==> src/tpps_pkg.sv <==
// Shared types and constants for the timer prescaler period search.
`timescale 1ns / 1ps

package tpps_pkg;

  localparam int unsigned CyclesW   = 32;
  localparam int unsigned FieldW    = 16;
  localparam int unsigned ResidualW = 17;

  localparam logic [FieldW-1:0]  FieldMax   = 16'hffff;
  localparam logic [FieldW-1:0]  PrescLimit = 16'hfffe;
  localparam logic [CyclesW-1:0] CyclesMax  = 32'hfffe_0001;  // 65535 * 65535

  typedef enum logic [2:0] {
    ST_IDLE,
    ST_START,
    ST_DIVC,
    ST_EVAL,
    ST_DONE
  } state_e;

  // Controller to datapath.
  typedef struct packed {
    logic capture;      // take a new cycles beat
    logic set_p;        // p = ceil(n / FieldMax), arm the start pair
    logic start_div_c;  // divide n by p
    logic eval;         // score the candidate, step p
  } cmd_t;

  // Datapath to controller.
  typedef struct packed {
    logic oor;       // captured count is out of range
    logic div_done;  // divider result valid this cycle
    logic stop;      // search ends after the current candidate
  } status_t;

endpackage

==> src/tpps_div.sv <==
// Iterative restoring divider, 32-bit dividend by 16-bit divisor, one bit per cycle.
`timescale 1ns / 1ps

module tpps_div (
  input  logic                           clk_i,
  input  logic                           rst_ni,
  input  logic                           start_i,
  input  logic [tpps_pkg::CyclesW-1:0]   dividend_i,
  input  logic [tpps_pkg::FieldW-1:0]    divisor_i,
  output logic                           done_o,
  output logic [tpps_pkg::CyclesW-1:0]   quotient_o,
  output logic [tpps_pkg::FieldW-1:0]    remainder_o
);
  import tpps_pkg::*;

  localparam int unsigned CntW = $clog2(CyclesW);

  logic                active_q, active_d;
  logic                done_q, done_d;
  logic [CntW-1:0]     cnt_q, cnt_d;
  logic [CyclesW-1:0]  quo_q, quo_d;
  logic [FieldW-1:0]   rem_q, rem_d;
  logic [FieldW-1:0]   dsr_q, dsr_d;
  logic [FieldW:0]     trial;
  logic [FieldW:0]     diff;

  assign trial = {rem_q, quo_q[CyclesW-1]};
  assign diff  = trial - {1'b0, dsr_q};

  always_comb begin
    active_d = active_q;
    done_d   = 1'b0;
    cnt_d    = cnt_q;
    quo_d    = quo_q;
    rem_d    = rem_q;
    dsr_d    = dsr_q;
    if (start_i) begin
      active_d = 1'b1;
      cnt_d    = '1;
      quo_d    = dividend_i;
      rem_d    = '0;
      dsr_d    = divisor_i;
    end else if (active_q) begin
      // quotient register doubles as the dividend shift line
      if (trial >= {1'b0, dsr_q}) begin
        rem_d = diff[FieldW-1:0];
        quo_d = {quo_q[CyclesW-2:0], 1'b1};
      end else begin
        rem_d = trial[FieldW-1:0];
        quo_d = {quo_q[CyclesW-2:0], 1'b0};
      end
      cnt_d = cnt_q - 1'b1;
      if (cnt_q == '0) begin
        active_d = 1'b0;
        done_d   = 1'b1;
      end
    end
  end

  always_ff @(posedge clk_i or negedge rst_ni) begin
    if (!rst_ni) begin
      active_q <= 1'b0;
      done_q   <= 1'b0;
      cnt_q    <= '0;
    end else begin
      active_q <= active_d;
      done_q   <= done_d;
      cnt_q    <= cnt_d;
    end
  end

  always_ff @(posedge clk_i) begin
    quo_q <= quo_d;
    rem_q <= rem_d;
    dsr_q <= dsr_d;
  end

  assign done_o      = done_q;
  assign quotient_o  = quo_q;
  assign remainder_o = rem_q;

endmodule

==> src/tpps_datapath.sv <==
// Datapath: captured count, candidate scoring, best-pair registers and the divider.
`timescale 1ns / 1ps

module tpps_datapath (
  input  logic                            clk_i,
  input  logic                            rst_ni,
  input  tpps_pkg::cmd_t                  cmd_i,
  output tpps_pkg::status_t               status_o,
  input  logic [tpps_pkg::CyclesW-1:0]    cycles_i,
  output logic [tpps_pkg::FieldW-1:0]     prescaler_o,
  output logic [tpps_pkg::FieldW-1:0]     counter_o,
  output logic signed [tpps_pkg::ResidualW-1:0] residual_o,
  output logic                            out_of_range_o
);
  import tpps_pkg::*;

  // one step of the upper half
  localparam logic [CyclesW-1:0] StartBias = 32'h0001_0000;

  logic [CyclesW-1:0]         n_q;
  logic                       oor_q;
  logic                       first_q;
  logic [FieldW-1:0]          p_q;
  logic [FieldW-1:0]          best_p_q, best_c_q;
  logic signed [ResidualW-1:0] best_res_q;
  logic [CyclesW-1:0]         best_mag_q;

  logic                       div_done;
  logic [CyclesW-1:0]         div_quo;
  logic [FieldW-1:0]          div_rem;

  // ceil(n / 65535) = (n + ((n-1) >> 16) + 65536) >> 16 over the valid range;
  // the sum tops out at 2^32-1, so no carry out is lost.
  logic [FieldW-1:0]          start_hi;
  logic [CyclesW-1:0]         start_sum;

  assign start_hi  = n_q[CyclesW-1:FieldW]
                   - {{(FieldW-1){1'b0}}, (n_q[FieldW-1:0] == '0)};
  assign start_sum = n_q + {{(CyclesW-FieldW){1'b0}}, start_hi} + StartBias;

  tpps_div u_div (
    .clk_i       (clk_i),
    .rst_ni      (rst_ni),
    .start_i     (cmd_i.start_div_c),
    .dividend_i  (n_q),
    .divisor_i   (p_q),
    .done_o      (div_done),
    .quotient_o  (div_quo),
    .remainder_o (div_rem)
  );

  // Candidate for the current p; the quotient always fits 16 bits here.
  logic [FieldW-1:0]           c;
  logic                        round_up;
  logic                        reject;
  logic [FieldW-1:0]           cand_c;
  logic [FieldW-1:0]           cand_mag;
  logic signed [ResidualW-1:0] cand_res;
  logic [CyclesW-1:0]          bound;
  logic                        searching;
  logic                        better;
  logic                        exact;

  always_comb begin
    c         = div_quo[FieldW-1:0];
    round_up  = div_rem > {1'b0, p_q[FieldW-1:1]};
    reject    = round_up && (c == FieldMax);
    cand_c    = round_up ? c + 1'b1 : c;
    cand_mag  = round_up ? p_q - div_rem : div_rem;
    cand_res  = round_up ? $signed({1'b0, cand_mag}) : -$signed({1'b0, div_rem});
    bound     = first_q ? n_q : best_mag_q;
    searching = p_q < PrescLimit;
    better    = searching && !reject && ({{(CyclesW-FieldW){1'b0}}, cand_mag} < bound);
    exact     = better && (cand_mag == '0);
  end

  assign status_o.oor      = oor_q;
  assign status_o.div_done = div_done;
  assign status_o.stop     = !searching || exact || ((p_q + 1'b1) >= PrescLimit);

  always_ff @(posedge clk_i or negedge rst_ni) begin
    if (!rst_ni) begin
      oor_q   <= 1'b0;
      first_q <= 1'b0;
    end else begin
      if (cmd_i.capture) begin
        oor_q <= (cycles_i == '0) || (cycles_i > CyclesMax);
      end
      if (cmd_i.set_p) begin
        first_q <= 1'b1;
      end else if (cmd_i.eval) begin
        first_q <= 1'b0;
      end
    end
  end

  always_ff @(posedge clk_i) begin
    if (cmd_i.capture) begin
      n_q <= cycles_i;
    end
    if (cmd_i.set_p) begin
      p_q <= start_sum[CyclesW-1:FieldW];
    end else if (cmd_i.eval) begin
      p_q <= p_q + 1'b1;
    end
    if (cmd_i.eval) begin
      if (better) begin
        best_p_q   <= p_q;
        best_c_q   <= cand_c;
        best_res_q <= cand_res;
        best_mag_q <= {{(CyclesW-FieldW){1'b0}}, cand_mag};
      end else if (first_q) begin
        // start pair: first p with its unrounded count, bound stays at n
        best_p_q   <= p_q;
        best_c_q   <= c;
        best_res_q <= -$signed({1'b0, div_rem});
        best_mag_q <= n_q;
      end
    end
  end

  assign prescaler_o    = oor_q ? '0 : best_p_q;
  assign counter_o      = oor_q ? '0 : best_c_q;
  assign residual_o     = oor_q ? '0 : best_res_q;
  assign out_of_range_o = oor_q;

endmodule

==> src/tpps_ctrl.sv <==
// Controller: sequences range check, start prescaler, and the per-prescaler divide loop.
`timescale 1ns / 1ps

module tpps_ctrl (
  input  logic              clk_i,
  input  logic              rst_ni,
  input  logic              start,
  output logic              busy,
  output logic              done_o,
  output tpps_pkg::cmd_t    cmd_o,
  input  tpps_pkg::status_t status_i
);
  import tpps_pkg::*;

  state_e state_q, state_d;

  always_ff @(posedge clk_i or negedge rst_ni) begin
    if (!rst_ni) begin
      state_q <= ST_IDLE;
    end else begin
      state_q <= state_d;
    end
  end

  always_comb begin
    state_d = state_q;
    cmd_o   = '0;
    busy    = 1'b1;
    done_o  = 1'b0;
    case (state_q)
      ST_IDLE: begin
        busy = 1'b0;
        if (start) begin
          cmd_o.capture = 1'b1;
          state_d       = ST_START;
        end
      end
      ST_START: begin
        // range verdict is registered by now
        if (status_i.oor) begin
          state_d = ST_DONE;
        end else begin
          cmd_o.set_p = 1'b1;
          state_d     = ST_DIVC;
        end
      end
      ST_DIVC: begin
        cmd_o.start_div_c = 1'b1;
        state_d           = ST_EVAL;
      end
      ST_EVAL: begin
        if (status_i.div_done) begin
          cmd_o.eval = 1'b1;
          state_d    = status_i.stop ? ST_DONE : ST_DIVC;
        end
      end
      ST_DONE: begin
        done_o  = 1'b1;
        state_d = ST_IDLE;
      end
      default: begin
        state_d = ST_IDLE;
      end
    endcase
  end

endmodule

==> src/timer_prescaler_period_search_core.sv <==
// Top level: splits a cycle count into a 16-bit prescaler and a 16-bit period count.
`timescale 1ns / 1ps

// A count is taken when start is high and busy is low; the answer appears
// for exactly one cycle with done_o high and cannot be held off, so the
// receiver must take it then. The first prescaler comes from a shift-and-add;
// each candidate prescaler then costs one pass of a bit-serial 32-by-16
// divider. At least one candidate is scored, even when the search is empty.
// Worst case is 65533 candidates; an exact match ends the search early.
// Out-of-range counts (zero, or above 65535*65535) skip the search and go
// straight from the range check to the answer.
module timer_prescaler_period_search_core (
  input  logic                                   clk_i,
  input  logic                                   rst_ni,
  input  logic                                   start,
  output logic                                   busy,
  input  logic [tpps_pkg::CyclesW-1:0]           cycles_i,
  output logic                                   done_o,
  output logic [tpps_pkg::FieldW-1:0]            prescaler_o,
  output logic [tpps_pkg::FieldW-1:0]            counter_o,
  output logic signed [tpps_pkg::ResidualW-1:0]  residual_o,
  output logic                                   out_of_range_o
);
  import tpps_pkg::*;

  cmd_t    cmd;
  status_t status;

  tpps_ctrl u_ctrl (
    .clk_i    (clk_i),
    .rst_ni   (rst_ni),
    .start    (start),
    .busy     (busy),
    .done_o   (done_o),
    .cmd_o    (cmd),
    .status_i (status)
  );

  tpps_datapath u_dp (
    .clk_i          (clk_i),
    .rst_ni         (rst_ni),
    .cmd_i          (cmd),
    .status_o       (status),
    .cycles_i       (cycles_i),
    .prescaler_o    (prescaler_o),
    .counter_o      (counter_o),
    .residual_o     (residual_o),
    .out_of_range_o (out_of_range_o)
  );

endmodule

==> config.mk <==
export PLATFORM = sky130hd
export DESIGN_NAME = timer_prescaler_period_search_core
export DESIGN_NICKNAME = d
export VERILOG_FILES = /design/src/tpps_pkg.sv /design/src/tpps_div.sv /design/src/tpps_datapath.sv /design/src/tpps_ctrl.sv /design/src/timer_prescaler_period_search_core.sv
export SDC_FILE = /design/constraint.sdc
export NUM_CORES = 1
export LEC_CHECK = 0
export ABC_AREA = 1
export BUFFER_PORTS_ARGS = -buffer_cell sky130_fd_sc_hd__buf_2
export CORE_UTILIZATION = 56
export CTS_CLUSTER_SIZE = 28
export DETAILED_ROUTE_END_ITERATION = 12
export GPL_TIMING_DRIVEN = 0
export PLACE_DENSITY = 0.74
export SLEW_MARGIN = 30
export SYNTH_ARGS = -nofsm -noshare
export SYNTH_HDL_FRONTEND = slang
export SYNTH_HIERARCHICAL = 1
export SYNTH_SLANG_ARGS = --single-unit
==> constraint.sdc <==
create_clock -name clk_i -period 5.4 [get_ports clk_i]
set_input_delay 0.54 -clock clk_i [delete_from_list [all_inputs] [get_ports clk_i]]
set_output_delay 0.54 -clock clk_i [all_outputs]
set_load 0.02 [all_outputs]
; ---- Yosys cells after proc, flatten, opt, wreduce, memory -nomap -nowiden
; Index checks and enable logic that the tools add are counted.
; Widths: inputs -> output; s select.
[op_classes]
add_sub_neg = 9
n_lt_le_gt_ge = 6
n_eq_ne = 7
n_mux = 44
n_reduce_logical = 19
[ops]
columns = cell, n
row1 = $mux 16, 12
row2 = $mux 32, 3
row3 = $mux 17, 4
row4 = $add 16x1->16 const B, 2
row5 = $add 32x16->32, 1
row6 = $add 32x17->32 const B, 1
row7 = $gt 32x32->1 const B, 1
row8 = $logic_not 16->1, 2
row9 = $logic_not 32->1, 1
row10 = $lt 16x32->1, 1
row11 = $sub 16x16->16, 2
row12 = $mux 1, 18
row13 = $ge 17x16->1, 1
row14 = $neg 16->17, 1
row15 = $eq 16x16->1 const B, 1
row16 = $ge 16x16->1 const B, 1
row17 = $gt 16x15->1, 1
row18 = $lt 16x16->1 const B, 1
row19 = $sub 16x1->16, 1
row20 = $mux 3, 4
row21 = $pmux 3 s4, 1
row22 = $mux 5, 2
row23 = $eq 3x2->1 const B, 2
row24 = $reduce_bool 2->1, 3
row25 = other kinds (11), 18
[word_totals]
regBits = 205
out_inout_bits = 52
wordCells = 101

; ---- Depth between registers and ports, before layout
[logic_depth]
depth_word = 11
mapped_depth = 33
depth_no_buf = 31

; ---- Modules after synthesis
; The synthesis kept the hierarchy.
[by_module_without_submodules]
columns = module, instances, cells_per_inst, area_per_inst_um2, seq_area_each_um2
row1 = tpps_datapath, 1, 1303, 9968.3, 3923.8
row2 = tpps_div, 1, 508, 4046.4, 1936.9
row3 = tpps_ctrl, 1, 32, 212.7, 75.1

; ---- Least setup slack after synthesis
; No wires, ideal clock.
[synth_path]
path_kind = flip-flop to flip-flop
startpoint = reg u_dp.p_q[8]
endpoint = reg u_dp.best_c_q[0], enable pin
setup_time_ns = 0.472
arrival_ns = 5.453
required_ns = 4.928
path_slack_ns = -0.525
stages_incl_launch_ff = 23
path_buffers = 2
synth_period_minus_slack_ns = 5.925
cell_sequence = edfxtp_1 > inv_1 > ha_1 > a21o_1 > nor2_1 > nand2_1 > nand2_1 > nand2_1 > nand2_1 > inv_1 > buf_2 > o21ai_0 > inv_1 > ha_1 > a21oi_1 > nor2_1 > a211oi_1 > o221a_2 > nand2_1 > nand2_4 > nand2_4 > buf_6 > a21oi_1
[synth_between]
elab_chain_cells = 7
word_cells_on_any_way = 11
[synth_rtl]
columns = item, line
row1 = from (decl), tpps_datapath.sv:23  ; logic [FieldW-1:0] p_q;
row2 = from (signal assigned), tpps_datapath.sv:102  ; p_q <= start_sum[CyclesW-1:FieldW];
row3 = from (signal assigned), tpps_datapath.sv:104  ; p_q <= p_q + 1'b1;
row4 = "parallel branches: the longest is 4 deep, another holds $lt 16x32->1", n/a
row5 = $logic_and 1x1->1 *, tpps_datapath.sv:73  ; better = searching && !reject && ({{(CyclesW-FieldW){1'b0}}, cand_mag} < bound);
row6 = $reduce_bool 2->1 (no line) *, n/a
row7 = $reduce_and 2->1 (no line) *, n/a
row8 = to (signal assigned), tpps_datapath.sv:109  ; best_c_q <= cand_c;
row9 = to (decl), tpps_datapath.sv:24  ; logic [FieldW-1:0] best_p_q, best_c_q;
; Mark *: on every way between the ends.
; A chain may end at the register's enable or synchronous reset.

; ---- Final worst setup path
[layout_path]
startpoint = reg u_dp.p_q[15]
endpoint = reg u_dp.best_p_q[11], enable pin
[layout_between]
elab_chain_cells = 7
word_cells_on_any_way = 11
[layout_rtl]
columns = item, line
row1 = "parallel branches: the longest is 4 deep, another holds $lt 16x32->1", n/a
row2 = $logic_and 1x1->1 *, tpps_datapath.sv:73
row3 = $reduce_bool 2->1 (no line) *, n/a
row4 = $reduce_and 2->1 (no line) *, n/a
row5 = to (signal assigned), tpps_datapath.sv:108  ; best_p_q <= p_q;
row6 = to (signal assigned), tpps_datapath.sv:114  ; best_p_q <= p_q;
row7 = to (decl), tpps_datapath.sv:24
; Marked as above.

==> flow_summary.ini <==
[synthesis]
synth_area_leaders = edfxtp_1 (37%), nand2_1 (14%), ha_1 (7.4%)
synth_edf_count = 177
syn_area_mm2 = 0.0142
ys_seq_elements = 205
synth_top_flop_cell = edfxtp_1
synth_warnings = 6
synth.distinct_cells = 55
yosysMostFrequentCell = nand2_1
syn_inst = 1843
synth.avg_cell_area_um2 = 7.72
synth.top_cell.area_share = 0.374
async_reset_ff_frac = 0.0585
syn_nets = 1964
yosys.area.top_type = edfxtp_1
synthTopCellsByCount = nand2_1 (516), inv_1 (268), edfxtp_1 (177), nor2_1 (144), nand3_1 (139)
synth.yosys.seq_area_share = 0.417

[power_and_ir_drop]
internal_power_mw = 4.74
finalPower_mw = 8.84
ir_drop_uv = 293
p_leak_nw = 7.59
p_sw_frac = 0.463
power.density_mw_per_mm2 = 552
combPwrFrac = 0.527
power_frac_clock = 0.182
switching_power_mw = 4.10
seqPwrFrac = 0.290

[drt]
route.layer.met1.wl_um = 17000
routed_wl_um = 39900
drt-initial-drc-count = 1232
viasPerCell = 5.51
routed-via-count = 12700
dr_wl_met3_um = 3170
drcViolationCount = 0
wl_per_cell_um = 17.3
firstDrtPassIters = 5
drtAntennaViolNets = 0
routed.top_layer = met4
dr_wl_met2_um = 18500

[critical_path]
critical_path_class = flop to flop
required_ns = 5.63
r2r_slack_ns = 0.33
critPathMaxFanout = 21
r2r_cells = 24
crit_path_end_kind = flop
cp-start-kind = flop
cp.arrival_ns = 5.30

[global_routing]
grt_max_degree = 42
grt_pass1_wl_um = 62500
antenna_found_initial = 0
grtUsageTotal = 0.309
overflow = 0
grt_pass1_vias = 11800

[clocking]
clk-insertion-delay-late_ns = 0.54
htree_levels = 1
cts_root_buf = clkbuf_16
cts_sinks = 205
cts_buffers = 24
path_clk_slew_ns = 0.06
cts_tree = built
clock_path_buffers = 3

[sta]
finClkSkew_ns = 0.0220
worstMarginPinSlew_ns = 0.795
slew_viol_final = 0
max_slew_margin = 0.465
period_share = 0.939
setup_violations = 0
finalHoldViolations = 0
min_period_ns = 5.07
grt_setup_unrepaired = false
timing.fmax_mhz = 197

[place]
place_congestion = 1.00
dp_hpwl_um = 31500
dpl-instance-area_mm2 = 0.0152
portBuffers = 86

[worst_hold_path]
min_path_cells = 1
hold_path.class = input port to flop

[cells_and_area]
fin_nets = 2083
final_area_mm2 = 0.0160
post_route_cells_drive_above_1_share = 0.112
diodes = 0
fillers = 2187
syn_to_final_growth_pct = 12.7

[die]
die-area_mm2 = 0.0260
rows = 57
core_area_mm2 = 0.0246
die_h_um = 161
start_util = 0.578
io_pins = 87
die_x_um = 161

[run_status]
outcome = completed

[job]
maxCapViolations = 0
## worst paths after layout
| kind | from | to |
|---|---|---|
| min in group asynchronous | rst_ni | u_ctrl/state_q[1]$_DFFE_PN0P_ |
| hold / removal | cycles_i[14] | u_dp/n_q[14]$_DFFE_PP_ |
| setup / recovery | u_dp/p_q[15]$_DFFE_PP_ | u_dp/best_p_q[11]$_DFFE_PP_ |
| setup reg to reg | u_dp/p_q[15]$_DFFE_PP_ | u_dp/best_p_q[11]$_DFFE_PP_ |
| max in group asynchronous | rst_ni | u_dp/u_div/cnt_q[0]$_DFFE_PN0P_ |
| hold reg to reg | u_dp/u_div/cnt_q[4]$_DFFE_PN0P_ | u_dp/u_div/cnt_q[4]$_DFFE_PN0P_ |
## power groups by stage
stage,combinational (mW),clock [mW],sequential [mW]
final,4.66,1.61,2.57
after global routing,5.27,1.69,2.60
after CTS,4.59,1.63,2.56
after detailed placement,4.56,0,2.59
after global placement,4.47,0,2.59
after floorplan,3.37,0,2.43
## placed cells by master (no fill, tap or decap), types with 6 or more instances in the layout
master     synthesis  layout
a21oi_1           63      62
buf_2             11      97
buf_4              8      10
buf_6              6       6
clkbuf_1          28      31
clkbuf_16          0      24
dfrtp_1           12      12
dfxtp_1           16      16
edfxtp_1         177     177
ha_1              84      84
inv_1            268     268
inv_2             10      10
nand2_1          516     516
nand3_1          139     139
nand3b_1           8       8
nand4_1           28      28
nor2_1           144     141
nor2_2             6       6
nor3_1            37      37
nor4_1            20      20
o21ai_0          112     107
o21ai_1            4       7
or2_2             15      15
xnor2_1           15      15
xor2_1            51      51
## logic make-up (layout without fill, tap and decap cells)
group / Yosys count / after routing / synth area share
XOR/XNOR: 66 / 66 / 0.0406
flip-flops: 205 / 205 / 0.417
adder cells (fa/ha/maj): 86 / 86 / 0.0767
AND/OR/NAND/NOR: 940 / 940 / 0.289
AO/OA/AOI/OAI: 212 / 212 / 0.0817
buffers and inverters: 334 / 471 / 0.0952
## area by class of cell
type                            instances  area (um^2)  area share
Buffer                                 54          303      0.0189
Clock buffer                           31          667      0.0416
Clock inverter                         13          138     0.00858
Inverter                              280         1050      0.0656
Multi-Input combinational cell       1304         6980       0.435
Sequential cell                       205         5940       0.370
Tap cell                              324          405      0.0253
Timing Repair Buffer                   93          553      0.0345
## flip-flops by register name, indices dropped and copies added, names as in the netlist, 5 cells and up
name,count
u_dp/best_mag_q,32
u_dp/n_q,32
u_dp/u_div/quotient_o,32
u_dp/best_res_q,17
u_dp/best_c_q,16
u_dp/best_p_q,16
u_dp/p_q,16
u_dp/u_div/dsr_q,16
u_dp/u_div/remainder_o,16
u_dp/u_div/cnt_q,5
## per-stage QoR
stage,cells,util,hold slack (ns),TNS (ns),worst slack [ns]
after floorplan,1843,-,0.244,0,0.472
after global placement,2253,0.612,0.448,-72.12,-1.48
after detailed placement,2257,0.618,0.445,-1.53,-0.0745
after CTS,2302,0.651,0.164,0,0.0513
after global routing,2304,0.652,0.164,0,0.0800
final,2304,0.652,0.181,0,0.328
## per-layer routing
metal / vias up / global-route usage
li1: 6303 / -
met1: 5817 / 0.423
met2: 491 / 0.511
met3: 75 / 0.0401
met4: 0 / 0.0935
met5: - / 0
## repair_timing
action	4_1_cts	5_1_grt
hold endpoints to repair	12	0
setup endpoints to repair	21	41
pin swaps	0	1
hold buffers	1	0
setup buffers	0	2
resized for setup	1	6
## critical path: stages, from the launching register on
cell	delay [ns]
edfxtp_1	0.60
inv_1	0.18
ha_1	0.33
nand2_2	0.07
nor3_2	0.24
nand3_1	0.16
nand2_1	0.14
buf_4	0.21
buf_6	0.17
nor2_1	0.05
a21oi_1	0.34
inv_1	0.13
ha_1	0.33
a21oi_1	0.16
nor2_1	0.06
a211oi_1	0.18
nand2_1	0.09
nand2_1	0.07
nand2_1	0.08
nand2_4	0.16
nand2_4	0.12
buf_6	0.18
a21oi_4	0.24
buf_16	0.21
buf_8	0.20
No activity file was read; power rests on OpenSTA's default activity.
